### src/rtl/mcrqb_pkg.sv
package mcrqb_pkg;
    localparam int NUM_CPUS  = 4;
    localparam int NUM_TASKS = 64;
    localparam int CPU_W     = $clog2(NUM_CPUS);
    localparam int SLOT_W    = $clog2(NUM_TASKS);
    localparam int CNT_W     = SLOT_W + 1;
    localparam int REQ_W     = 3;

    typedef enum logic [REQ_W-1:0] {
        REQ_MAKE_READY = 3'd0,
        REQ_ENQ_LOCAL  = 3'd1,
        REQ_PICK_NEXT  = 3'd2,
        REQ_REMOVE     = 3'd3,
        REQ_NOT_READY  = 3'd4
    } t_req;

    typedef enum logic [2:0] {
        S_IDLE,
        S_EXEC,
        S_HOME,
        S_RM_RD,
        S_RM_ST,
        S_PK_RD,
        S_PK_ST,
        S_EMIT
    } t_state;
endpackage

### src/rtl/multi_cpu_run_queue_balancer_unit.sv
// make_ready, enqueue_local and mark_not_ready: executed in S_EXEC, then the result is loaded in S_EMIT
// pick_next: each popped queue entry takes a link memory read, then a pop
// remove: each entry walked in the home queue takes a link memory read, then a compare
// throughput: one request at a time, next accepted once the result is loaded
// reset: synchronous active low, clears flags, queue counts, rotate pointer and handshake
// link and home memories are not cleared; only entries inside a queue's count are read
module multi_cpu_run_queue_balancer_unit (
    input  logic        i_clk,
    input  logic        i_rst_n,
    input  logic        s_axis_tvalid,
    output logic        s_axis_tready,
    input  logic [15:0] s_axis_tdata,   // req_type[2:0], task_slot[8:3], cpu[10:9]
    output logic        m_axis_tvalid,
    input  logic        m_axis_tready,
    output logic [15:0] m_axis_tdata    // result_task[5:0], result_cpu[7:6], done_res[8], stolen[9]
);
    import mcrqb_pkg::*;

    logic [SLOT_W-1:0] link_mem [NUM_TASKS];
    logic [CPU_W-1:0]  home_mem [NUM_TASKS];

    t_state r_state, n_state;
    logic [REQ_W-1:0]  r_req;
    logic [SLOT_W-1:0] r_t;
    logic [CPU_W-1:0]  r_c;
    logic [NUM_TASKS-1:0] r_queued, n_queued, r_ready, n_ready;
    logic [SLOT_W-1:0] r_head [NUM_CPUS];
    logic [SLOT_W-1:0] n_head [NUM_CPUS];
    logic [SLOT_W-1:0] r_tail [NUM_CPUS];
    logic [SLOT_W-1:0] n_tail [NUM_CPUS];
    logic [CNT_W-1:0]  r_count [NUM_CPUS];
    logic [CNT_W-1:0]  n_count [NUM_CPUS];
    logic [CPU_W-1:0]  r_rot, n_rot;
    logic [CPU_W-1:0]  r_qc, n_qc;
    logic              r_steal, n_steal;
    logic [SLOT_W-1:0] r_cur, n_cur, r_prev, n_prev;
    logic              r_have_prev, n_have_prev;
    logic [CNT_W-1:0]  r_n, n_n;
    logic [SLOT_W-1:0] r_res_task, n_res_task;
    logic [CPU_W-1:0]  r_res_cpu, n_res_cpu;
    logic              r_res_done, n_res_done, r_res_stl, n_res_stl;
    logic              r_ovalid, n_ovalid;
    logic [9:0]        r_odata, n_odata;

    logic [SLOT_W-1:0] r_link_rd, link_ra, link_wa, link_wd, home_wa;
    logic [CPU_W-1:0]  r_home_rd, home_wd;
    logic              link_we, home_we;

    logic [CPU_W-1:0]  best, busiest, e_cpu, rc;
    logic [CNT_W-1:0]  load;
    logic [SLOT_W-1:0] pt;

    always_comb begin
        best = r_rot;
        load = r_count[r_rot];
        for (int k = 1; k < NUM_CPUS; k++) begin
            rc = r_rot + CPU_W'(k);
            if (r_count[rc] < load) begin
                best = rc;
                load = r_count[rc];
            end
        end
        busiest = r_c;
        for (int k = 0; k < NUM_CPUS; k++) begin
            if (r_count[k] > r_count[busiest]) begin
                busiest = CPU_W'(k);
            end
        end
    end

    always_ff @(posedge i_clk) begin
        if (link_we) begin
            link_mem[link_wa] <= link_wd;
        end
        r_link_rd <= link_mem[link_ra];
        if (home_we) begin
            home_mem[home_wa] <= home_wd;
        end
        r_home_rd <= home_mem[r_t];
    end

    always_comb begin
        n_state     = r_state;
        n_queued    = r_queued;
        n_ready     = r_ready;
        n_head      = r_head;
        n_tail      = r_tail;
        n_count     = r_count;
        n_rot       = r_rot;
        n_qc        = r_qc;
        n_steal     = r_steal;
        n_cur       = r_cur;
        n_prev      = r_prev;
        n_have_prev = r_have_prev;
        n_n         = r_n;
        n_res_task  = r_res_task;
        n_res_cpu   = r_res_cpu;
        n_res_done  = r_res_done;
        n_res_stl   = r_res_stl;
        n_ovalid    = r_ovalid;
        n_odata     = r_odata;
        link_we     = 1'b0;
        link_wa     = r_cur;
        link_wd     = r_t;
        link_ra     = r_cur;
        home_we     = 1'b0;
        home_wa     = r_t;
        home_wd     = r_c;
        e_cpu       = (r_req == REQ_MAKE_READY) ? best : r_c;
        pt          = r_head[r_qc];

        if (m_axis_tready) begin
            n_ovalid = 1'b0;
        end

        case (r_state)
            S_IDLE: begin
                if (s_axis_tvalid) begin
                    n_state = S_EXEC;
                end
            end
            S_EXEC: begin
                n_res_task = '0;
                n_res_cpu  = '0;
                n_res_done = 1'b0;
                n_res_stl  = 1'b0;
                n_state    = S_EMIT;
                case (r_req)
                    REQ_MAKE_READY, REQ_ENQ_LOCAL: begin
                        if (r_req == REQ_ENQ_LOCAL) begin
                            n_res_cpu = r_c;
                        end else if (r_t >= SLOT_W'(NUM_CPUS)) begin
                            n_ready[r_t] = 1'b1;
                            n_res_cpu    = best;
                            n_rot        = best + CPU_W'(1);
                        end
                        if (r_t >= SLOT_W'(NUM_CPUS) && !r_queued[r_t]) begin
                            home_we         = 1'b1;
                            home_wd         = e_cpu;
                            n_queued[r_t]   = 1'b1;
                            if (r_count[e_cpu] == '0) begin
                                n_head[e_cpu] = r_t;
                            end else begin
                                link_we = 1'b1;
                                link_wa = r_tail[e_cpu];
                            end
                            n_tail[e_cpu]  = r_t;
                            n_count[e_cpu] = r_count[e_cpu] + CNT_W'(1);
                            n_res_done     = 1'b1;
                        end
                    end
                    REQ_PICK_NEXT: begin
                        n_res_task = SLOT_W'(r_c);
                        n_res_cpu  = r_c;
                        n_qc       = r_c;
                        n_steal    = 1'b0;
                        n_state    = S_PK_RD;
                    end
                    REQ_REMOVE: begin
                        n_ready[r_t] = 1'b0;
                        if (r_queued[r_t]) begin
                            n_state = S_HOME;
                        end
                    end
                    REQ_NOT_READY: begin
                        n_ready[r_t] = 1'b0;
                    end
                    default: begin
                    end
                endcase
            end
            S_HOME: begin
                n_res_cpu   = r_home_rd;
                n_qc        = r_home_rd;
                n_cur       = r_head[r_home_rd];
                n_n         = '0;
                n_have_prev = 1'b0;
                n_prev      = '0;
                n_state     = S_RM_RD;
            end
            S_RM_RD: begin
                if (r_n == r_count[r_qc]) begin
                    n_queued[r_t] = 1'b0;
                    n_state       = S_EMIT;
                end else begin
                    n_state = S_RM_ST;
                end
            end
            S_RM_ST: begin
                if (r_cur == r_t) begin
                    if (r_have_prev) begin
                        link_we = 1'b1;
                        link_wa = r_prev;
                        link_wd = r_link_rd;
                    end else begin
                        n_head[r_qc] = r_link_rd;
                    end
                    if (r_n + CNT_W'(1) == r_count[r_qc]) begin
                        n_tail[r_qc] = r_prev;
                    end
                    n_queued[r_t] = 1'b0;
                    n_count[r_qc] = r_count[r_qc] - CNT_W'(1);
                    n_res_done    = 1'b1;
                    n_state       = S_EMIT;
                end else begin
                    n_prev      = r_cur;
                    n_have_prev = 1'b1;
                    n_cur       = r_link_rd;
                    n_n         = r_n + CNT_W'(1);
                    n_state     = S_RM_RD;
                end
            end
            S_PK_RD: begin
                link_ra = pt;
                if (r_count[r_qc] == '0) begin
                    if (!r_steal && busiest != r_c && r_count[busiest] != '0) begin
                        n_qc    = busiest;
                        n_steal = 1'b1;
                    end else begin
                        n_state = S_EMIT;
                    end
                end else begin
                    n_state = S_PK_ST;
                end
            end
            S_PK_ST: begin
                n_count[r_qc] = r_count[r_qc] - CNT_W'(1);
                n_head[r_qc]  = r_link_rd;
                n_queued[pt]  = 1'b0;
                n_state       = S_PK_RD;
                if (r_ready[pt]) begin
                    n_res_task = pt;
                    n_res_done = 1'b1;
                    n_state    = S_EMIT;
                    if (r_steal) begin
                        n_res_cpu = r_qc;
                        n_res_stl = 1'b1;
                        home_we   = 1'b1;
                        home_wa   = pt;
                    end
                end
            end
            S_EMIT: begin
                if (!r_ovalid || m_axis_tready) begin
                    n_ovalid = 1'b1;
                    n_odata  = {r_res_stl, r_res_done, r_res_cpu, r_res_task};
                    n_state  = S_IDLE;
                end
            end
            default: begin
                n_state = S_IDLE;
            end
        endcase
    end

    always_ff @(posedge i_clk) begin
        if (!i_rst_n) begin
            r_state  <= S_IDLE;
            r_queued <= '0;
            r_ready  <= '0;
            r_rot    <= '0;
            r_ovalid <= 1'b0;
            for (int k = 0; k < NUM_CPUS; k++) begin
                r_count[k] <= '0;
            end
        end else begin
            r_state  <= n_state;
            r_queued <= n_queued;
            r_ready  <= n_ready;
            r_rot    <= n_rot;
            r_ovalid <= n_ovalid;
            r_count  <= n_count;
        end
    end

    always_ff @(posedge i_clk) begin
        if (r_state == S_IDLE && s_axis_tvalid) begin
            r_req <= s_axis_tdata[2:0];
            r_t   <= s_axis_tdata[8:3];
            r_c   <= s_axis_tdata[10:9];
        end
        r_head      <= n_head;
        r_tail      <= n_tail;
        r_qc        <= n_qc;
        r_steal     <= n_steal;
        r_cur       <= n_cur;
        r_prev      <= n_prev;
        r_have_prev <= n_have_prev;
        r_n         <= n_n;
        r_res_task  <= n_res_task;
        r_res_cpu   <= n_res_cpu;
        r_res_done  <= n_res_done;
        r_res_stl   <= n_res_stl;
        r_odata     <= n_odata;
    end

    assign s_axis_tready = (r_state == S_IDLE);
    assign m_axis_tvalid = r_ovalid;
    assign m_axis_tdata  = {6'd0, r_odata};
endmodule
### config.mk
export PLATFORM = sky130hd
export DESIGN_NAME = multi_cpu_run_queue_balancer_unit
export DESIGN_NICKNAME = d
export VERILOG_FILES = /design/src/rtl/mcrqb_pkg.sv /design/src/rtl/multi_cpu_run_queue_balancer_unit.sv
export SDC_FILE = /design/constraint.sdc
export NUM_CORES = 2
export LEC_CHECK = 0
export BUFFER_PORTS_ARGS = -buffer_cell sky130_fd_sc_hd__buf_2
export CAP_MARGIN = 20
export CELL_PAD_IN_SITES_DETAIL_PLACEMENT = 1
export CELL_PAD_IN_SITES_GLOBAL_PLACEMENT = 1
export CORE_UTILIZATION = 51
export CTS_CLUSTER_DIAMETER = 50
export DETAILED_ROUTE_END_ITERATION = 6
export MAX_ROUTING_LAYER = met4
export PLACE_DENSITY = 0.8
export SKIP_CTS_REPAIR_TIMING = 1
export SLEW_MARGIN = 0
export SYNTH_ARGS = -nofsm -noshare
export SYNTH_HDL_FRONTEND = slang
export SYNTH_SLANG_ARGS = --single-unit
### constraint.sdc
create_clock -name i_clk -period 12 [get_ports i_clk]
set_input_delay 1.8 -clock i_clk [delete_from_list [all_inputs] [get_ports i_clk]]
set_output_delay 1.8 -clock i_clk [all_outputs]
set_load 0.02 [all_outputs]
After elaboration in Yosys (flattened, before gate mapping)
Memories as Yosys holds them, arrays and structs flattened. A register that Yosys moved wholly into a read port is not among the register bits.
Cells that the tools add are included.
{ "op_classes": {"muxes": 172, "n_addsub": 7, "n_lt_le_gt_ge": 26, "n_eq_ne": 33, "bitwise": 20, "reduce_logical": 43} }
{ "ops": {"columns": ["op", "n"], "rows": [
  ["$mux 64", 6],
  ["$pmux 64 s4", 1],
  ["$mux 24", 9],
  ["$and 64x64->64", 3],
  ["$mux 7", 27],
  ["$bmux 7 s2", 11],
  ["$mux 6", 23],
  ["$not 64->64", 2],
  ["$or 64x64->64", 2],
  ["$pmux 64 s2", 1],
  ["$bwmux 24", 4],
  ["$mux 28", 3],
  ["$pmux 28 s3", 1],
  ["$pmux 24 s3", 1],
  ["$bwmux 28", 2],
  ["$pmux 24 s2", 1],
  ["$pmux 6 s2", 4],
  ["$mux 2", 21],
  ["$bmux 6 s2", 3],
  ["$ge 3x3->1 const B", 12],
  ["$not 2->3", 12],
  ["$ne 2x2->1 const B", 15],
  ["$demux 7 s2", 2],
  ["$gt 7x7->1", 4],
  ["45 further kinds", 131]
]} }
{ "word_totals": {"memories": 2, "in_bits": 20, "out_inout_bits": 18, "ramBits": 512, "regBits": 264} }
{ "memory_table": {"columns": ["memory", "depth", "word_bits", "rd", "rd_ports_with_merged_regs", "write_ports", "line_no", "rtl"], "rows": [
  ["link_mem", 64, 6, 1, 1, 1, "multi_cpu_run_queue_balancer_unit.sv:19", "logic [SLOT_W-1:0] link_mem [NUM_TASKS];"],
  ["home_mem", 64, 2, 1, 1, 1, "multi_cpu_run_queue_balancer_unit.sv:20", "logic [CPU_W-1:0] home_mem [NUM_TASKS];"]
]} }

Longest topological paths before layout
{ "depth": {"ltp_word": 33, "ltp_mapped": 49, "depth_no_buf": 45} }

Worst setup path before layout
No wires, ideal clock.
{ "synth_timing": {"path_kind": "flip-flop to flip-flop", "start": "reg r_rot[0]", "end": "mem home_mem[0][1] (netlist name) (data pin)", "slack_ns": 1.246, "t_required_ns": 11.296, "path_stages_with_launch": 34, "arrival_ns": 10.051, "setup_time_ns": 0.704, "path_cell_list": "dfxtp_1 > buf_2 > clkbuf_1 > buf_2 > buf_1 > buf_1 > clkbuf_1 > a21oi_1 > nand2_1 > o21ai_0 > inv_1 > ha_1 > a21oi_1 > o221ai_1 > a21oi_2 > clkbuf_1 > nand2_1 > o21ai_0 > inv_1 > ha_1 > a211o_1 > a21oi_1 > o211a_1 > buf_1 > mux2i_1 > ha_1 > and2_1 > a221o_1 > nor2b_1 > a31oi_2 > mux2i_2 > mux2i_1 > nand2_1 > o21ai_0"} }
{ "synth_between": {"elab_chain_cells": 15} }
{ "synth_rtl": {"columns": ["element", "line_no", "rtl"], "rows": [
  ["from (decl)", "multi_cpu_run_queue_balancer_unit.sv:33", "logic [CPU_W-1:0] r_rot, n_rot;"],
  ["from (signal assigned)", "multi_cpu_run_queue_balancer_unit.sv:270", "r_rot <= n_rot;"],
  ["$add 2x1->2", "multi_cpu_run_queue_balancer_unit.sv:57", "rc = r_rot + CPU_W'(k);"],
  ["$not 2->3 (not written as such)", "multi_cpu_run_queue_balancer_unit.sv:58, multi_cpu_run_queue_balancer_unit.sv:60", null],
  ["$bmux 7 s2", "multi_cpu_run_queue_balancer_unit.sv:58, multi_cpu_run_queue_balancer_unit.sv:60", null],
  ["$mux 7 (not written as such) (2 in a row)", "multi_cpu_run_queue_balancer_unit.sv:58, multi_cpu_run_queue_balancer_unit.sv:60", null],
  ["$lt 7x7->1", "multi_cpu_run_queue_balancer_unit.sv:58", "if (r_count[rc] < load) begin"],
  ["$mux 7", "multi_cpu_run_queue_balancer_unit.sv:58", null],
  ["$lt 7x7->1", "multi_cpu_run_queue_balancer_unit.sv:58", null],
  ["$mux 7", "multi_cpu_run_queue_balancer_unit.sv:58", null],
  ["$lt 7x7->1", "multi_cpu_run_queue_balancer_unit.sv:58", null],
  ["$mux 2 (*)", "multi_cpu_run_queue_balancer_unit.sv:58", null],
  ["$mux 2 (*)", "multi_cpu_run_queue_balancer_unit.sv:109", "e_cpu = (r_req == REQ_MAKE_READY) ? best : r_c;"],
  ["$mux 2 (*)", "multi_cpu_run_queue_balancer_unit.sv:137", "if (r_t >= SLOT_W'(NUM_CPUS) && !r_queued[r_t]) begin"],
  ["$mux 2 (*)", "multi_cpu_run_queue_balancer_unit.sv:128", "case (r_req)"],
  ["$mux 2 (*)", "multi_cpu_run_queue_balancer_unit.sv:116", "case (r_state)"],
  ["named net home_wd[1]", "multi_cpu_run_queue_balancer_unit.sv:46", "logic [CPU_W-1:0] r_home_rd, home_wd;"],
  ["to (decl)", "multi_cpu_run_queue_balancer_unit.sv:20", null]
]} }
The timed path passes the listed nets; every way through them passes the cells marked *. The select of a mux whose other input is x is not followed.

Worst setup path after layout
{ "layout_timing": {"start": "reg r_rot[0]", "end": "mem link_mem[31][4] (netlist name), enable pin"} }
{ "layout_between": {"elab_chain_cells": 23} }
{ "layout_rtl": {"columns": ["element", "line_no", "rtl"], "rows": [
  ["$add 2x1->2", "multi_cpu_run_queue_balancer_unit.sv:57", null],
  ["$not 2->3 (not written as such)", "multi_cpu_run_queue_balancer_unit.sv:58, multi_cpu_run_queue_balancer_unit.sv:60", null],
  ["$bmux 7 s2", "multi_cpu_run_queue_balancer_unit.sv:58, multi_cpu_run_queue_balancer_unit.sv:60", null],
  ["$mux 7 (not written as such) (2 in a row)", "multi_cpu_run_queue_balancer_unit.sv:58, multi_cpu_run_queue_balancer_unit.sv:60", null],
  ["$lt 7x7->1", "multi_cpu_run_queue_balancer_unit.sv:58", null],
  ["$mux 7", "multi_cpu_run_queue_balancer_unit.sv:58", null],
  ["$lt 7x7->1", "multi_cpu_run_queue_balancer_unit.sv:58", null],
  ["$mux 7", "multi_cpu_run_queue_balancer_unit.sv:58", null],
  ["(+5 left out)", null, null],
  ["$mux 7 (not written as such) (2 in a row)", "multi_cpu_run_queue_balancer_unit.sv:141", "if (r_count[e_cpu] == '0) begin"],
  ["$logic_not 7->1", "multi_cpu_run_queue_balancer_unit.sv:141", null],
  ["$mux 1", "multi_cpu_run_queue_balancer_unit.sv:141", null],
  ["$mux 1", "multi_cpu_run_queue_balancer_unit.sv:137", null],
  ["$mux 1", "multi_cpu_run_queue_balancer_unit.sv:128", null],
  ["$pmux 1 s2", "multi_cpu_run_queue_balancer_unit.sv:116", null],
  ["$mux 1", "multi_cpu_run_queue_balancer_unit.sv:72", "if (link_we) begin"],
  ["$mux 1 (not written as such)", "multi_cpu_run_queue_balancer_unit.sv:73", "link_mem[link_wa] <= link_wd;"],
  ["to (decl)", "multi_cpu_run_queue_balancer_unit.sv:19", null]
]} }
Mark *: on every way between the ends. The rest lies on a longest branch, timed or not. The select of a mux whose other input is x is not followed.

==> key figures <==
Global route
  – GRT Total Usage: 34.2%
  – Largest net degree at the start of global routing: 115
  – Remaining Overflow, GRT: 0
  – Vias in the first global route: 32919
  – Initial antenna violation count: 1
  – First-pass GRT wire length: 200000 um

Layout
  – Area grow syn2layout: 10.8%
  – Most frequent cells in the layout: edfxtp_1, nand2_1, nor2_1
  – Layout cell share with drive strength beyond 1: 11.3%
  – Nets: 3723
  – Commonest non-fill, non-tap cell in the layout: edfxtp_1

Worst setup path
  – Crit path DAT: 11.69 ns
  – CP peak stage delay: 0.67 ns
  – WP data required: 12.30 ns
  – CP max stage cell: dfxtp_4
  – WS Path Type: reg2reg
  – CP endpoint kind: register
  – Critical path peak fanout: 43
  – CP top delay family: compound AO/OA/AOI/OAI gates
  – Worst path bufs/invs: 6
  – Startpoint types: register

Power
  – Worst vdd ir: 0.220 mV
  – Leak: 14.5 nW
  – Total Power: 0.0120 W
  – Pwr dens: 275 nW/um^2

Clocking
  – Htree depth: 3
  – Clk buf depth: 3
  – Clock Pin Slew Worst Setup and Hold Paths: 0.06 ns
  – CTS Buf Count: 95
  – Clk_lat worst skew: 0.69 ns
  – Clk root buf: clkbuf_16
  – CTS tree: yes
  – Clock sink count: 784

Floorplan
  – Starting Density: 51.8%
  – Height of the die: 280 um
  – Total die area: 78600 um^2
  – # rows: 101
  – IO Count: 38
  – Die X: 280 um
  – Placeable Area: 76300 um^2

Synthesis
  – Post-synth EDFFs: 614
  – Post-synthesis sequential area ratio: 55.3%
  – Synth Flop Type: edfxtp_1
  – Async set-or-reset flop fraction in the synthesized netlist: 0%
  – Post-synthesis register bit count: 784
  – Netlist cell types: 92
  – Syn. warnings: 0
  – Syn Inst Count: 3741
  – Syn_area_per_cell: 10.6 um^2
  – Area of the mapped netlist: 39500 um^2

Place
  – I/O Buffers: 26
  – DP Wirelength: 82100 um
  – Final Wtd Congestion: 0.945

STA
  – Final setup fails: 0
  – Final Skew: 0.0354 ns
  – Final hold slack: 0.425 ns
  – Setup TNS: 0 ns
  – Relative slew margins: 20.2%
  – Final hold vios: 0
  – Slew @ Worst Pin: 1.19 ns
  – Part of the cycle the worst path needs: 94.9%
  – Period minus WS final: 11.39 ns
  – Peak Freq: 0.0878 GHz
  – Final max-slew violation count: 0

Min path
  – Hold Crit Class: reg2reg

Drt
  – Via count: 31997
  – DRT Pass-1 Iters: 6
  – Vias per inst: 6.72
  – Routed wire length: 131000 um
  – DR iter-0 viols: 3771
  – Routed Antenna Nets: 0
  – Post-route DRC: 0
  – Average wire per standard cell: 27.6 um

Job
  – MaxCap Viol Count: 0

Run status
  – Status: complete, no violations
[Yosys cell counts (11+ instances only)]
| cell type | count | share of area [%] |
|---|---|---|
| a211oi_1 | 145 | 2.8 |
| a21boi_0 | 55 | 1.0 |
| a21o_1 | 14 | 0.27 |
| a21oi_1 | 209 | 2.6 |
| a221oi_1 | 29 | 0.64 |
| a22o_1 | 30 | 0.66 |
| a22oi_1 | 74 | 1.4 |
| a311oi_1 | 52 | 1.2 |
| a31oi_1 | 117 | 1.9 |
| a32oi_1 | 18 | 0.40 |
| and2_0 | 18 | 0.28 |
| and2_1 | 96 | 1.5 |
| and3_1 | 27 | 0.43 |
| buf_1 | 33 | 0.31 |
| buf_2 | 13 | 0.16 |
| clkbuf_1 | 254 | 2.4 |
| dfxtp_1 | 170 | 8.6 |
| edfxtp_1 | 614 | 47 |
| ha_1 | 52 | 1.6 |
| inv_1 | 43 | 0.41 |
| mux2_2 | 42 | 1.2 |
| mux2i_1 | 65 | 1.6 |
| mux4_2 | 49 | 2.8 |
| nand2_1 | 453 | 4.3 |
| nand2b_1 | 17 | 0.27 |
| nand3_1 | 100 | 1.3 |
| nand4_1 | 16 | 0.25 |
| nor2_1 | 375 | 3.6 |
| nor2b_1 | 49 | 0.78 |
| nor3_1 | 52 | 0.66 |
| nor4_1 | 12 | 0.19 |
| o21a_1 | 12 | 0.23 |
| o21ai_0 | 191 | 2.4 |
| o221ai_1 | 11 | 0.24 |
| o22ai_1 | 23 | 0.36 |
| o31ai_1 | 29 | 0.55 |
| or3_1 | 12 | 0.19 |
| xnor2_1 | 26 | 0.58 |
| xor2_1 | 12 | 0.27 |
[layer usage]
layer  routed length [um]  part of all wire [%]  vias up  GRT usage [%]
li1                     -                     -    13898              -
met1                53100                    40    16213           44.4
met2                62500                    48     1510           54.2
met3                10700                   8.1      376           5.20
met4                 5190                   3.9        0           13.2
met5                    0                     0        -              -
[metrics by stage]
step / utilization (%) / cells / cell area (um^2) / worst slack [ns]
after global routing: 57.3 / 4763 / 43800 / -0.00307
final: 57.3 / 4763 / 43800 / 0.607
after detailed placement: 53.2 / 4581 / 40600 / 0.483
after global placement: 53.2 / 4580 / 40600 / 0.870
after floorplan: - / 3746 / 39500 / 1.25
after CTS: 57.2 / 4759 / 43700 / 0.417
[flip-flops by register name (all words and copies together) (netlist names), 7 cells and up, named ones only]
register  count
r_odata      10
r_n           7
r_head       24
r_tail       24
r_count      28
link_mem    384
r_queued     64
home_mem    128
[layout make-up]
| class | count | area, um^2 |
|---|---|---|
| timing repair buffer | 119 | 883 |
| tap | 1030 | 1290 |
| fill | 8017 | 32600 |
| clock inverter | 64 | 612 |
| multi-input combinational | 2605 | 16500 |
| antenna | 1 | 2.50 |
| sequential | 784 | 21800 |
| clock buffer | 114 | 2480 |
| inverter | 46 | 173 |
[path summary, 6_finish.rpt]
path	start	cells past startpoint	slack, ns	end
hold reg to reg	r_res_task[2]$_SDFFCE_PN0P_	0	0.42	r_odata[2]$_DFFE_PP_
setup reg to reg	r_rot[0]$_SDFFE_PN0P_	36	0.61	link_mem[31][4]$_DFFE_PP_
hold / removal	r_res_task[2]$_SDFFCE_PN0P_	0	0.42	r_odata[2]$_DFFE_PP_
setup / recovery	r_rot[0]$_SDFFE_PN0P_	36	0.61	link_mem[31][4]$_DFFE_PP_
[power by group]
group          leakage [nW]  total, W  internal (W)  switching, W
registers              6.92   0.00339       0.00323      0.000169
clock network          1.51   0.00284       0.00163       0.00121
logic                  6.08   0.00579       0.00183       0.00396
[cells by family after synthesis]
| kind of cell | after synthesis | synth area share (%) |
|---|---|---|
| fa+ha+maj | 52 | 1.65 |
| mux | 158 | 5.71 |
| simple gates | 1266 | 14.5 |
| xor+xnor | 38 | 0.842 |
| flops | 784 | 55.3 |
| other cells | 1 | 0.00949 |
| buf+inv | 357 | 3.56 |
| compound gates | 1085 | 18.4 |
No activity file was read; power rests on OpenSTA's default activity.
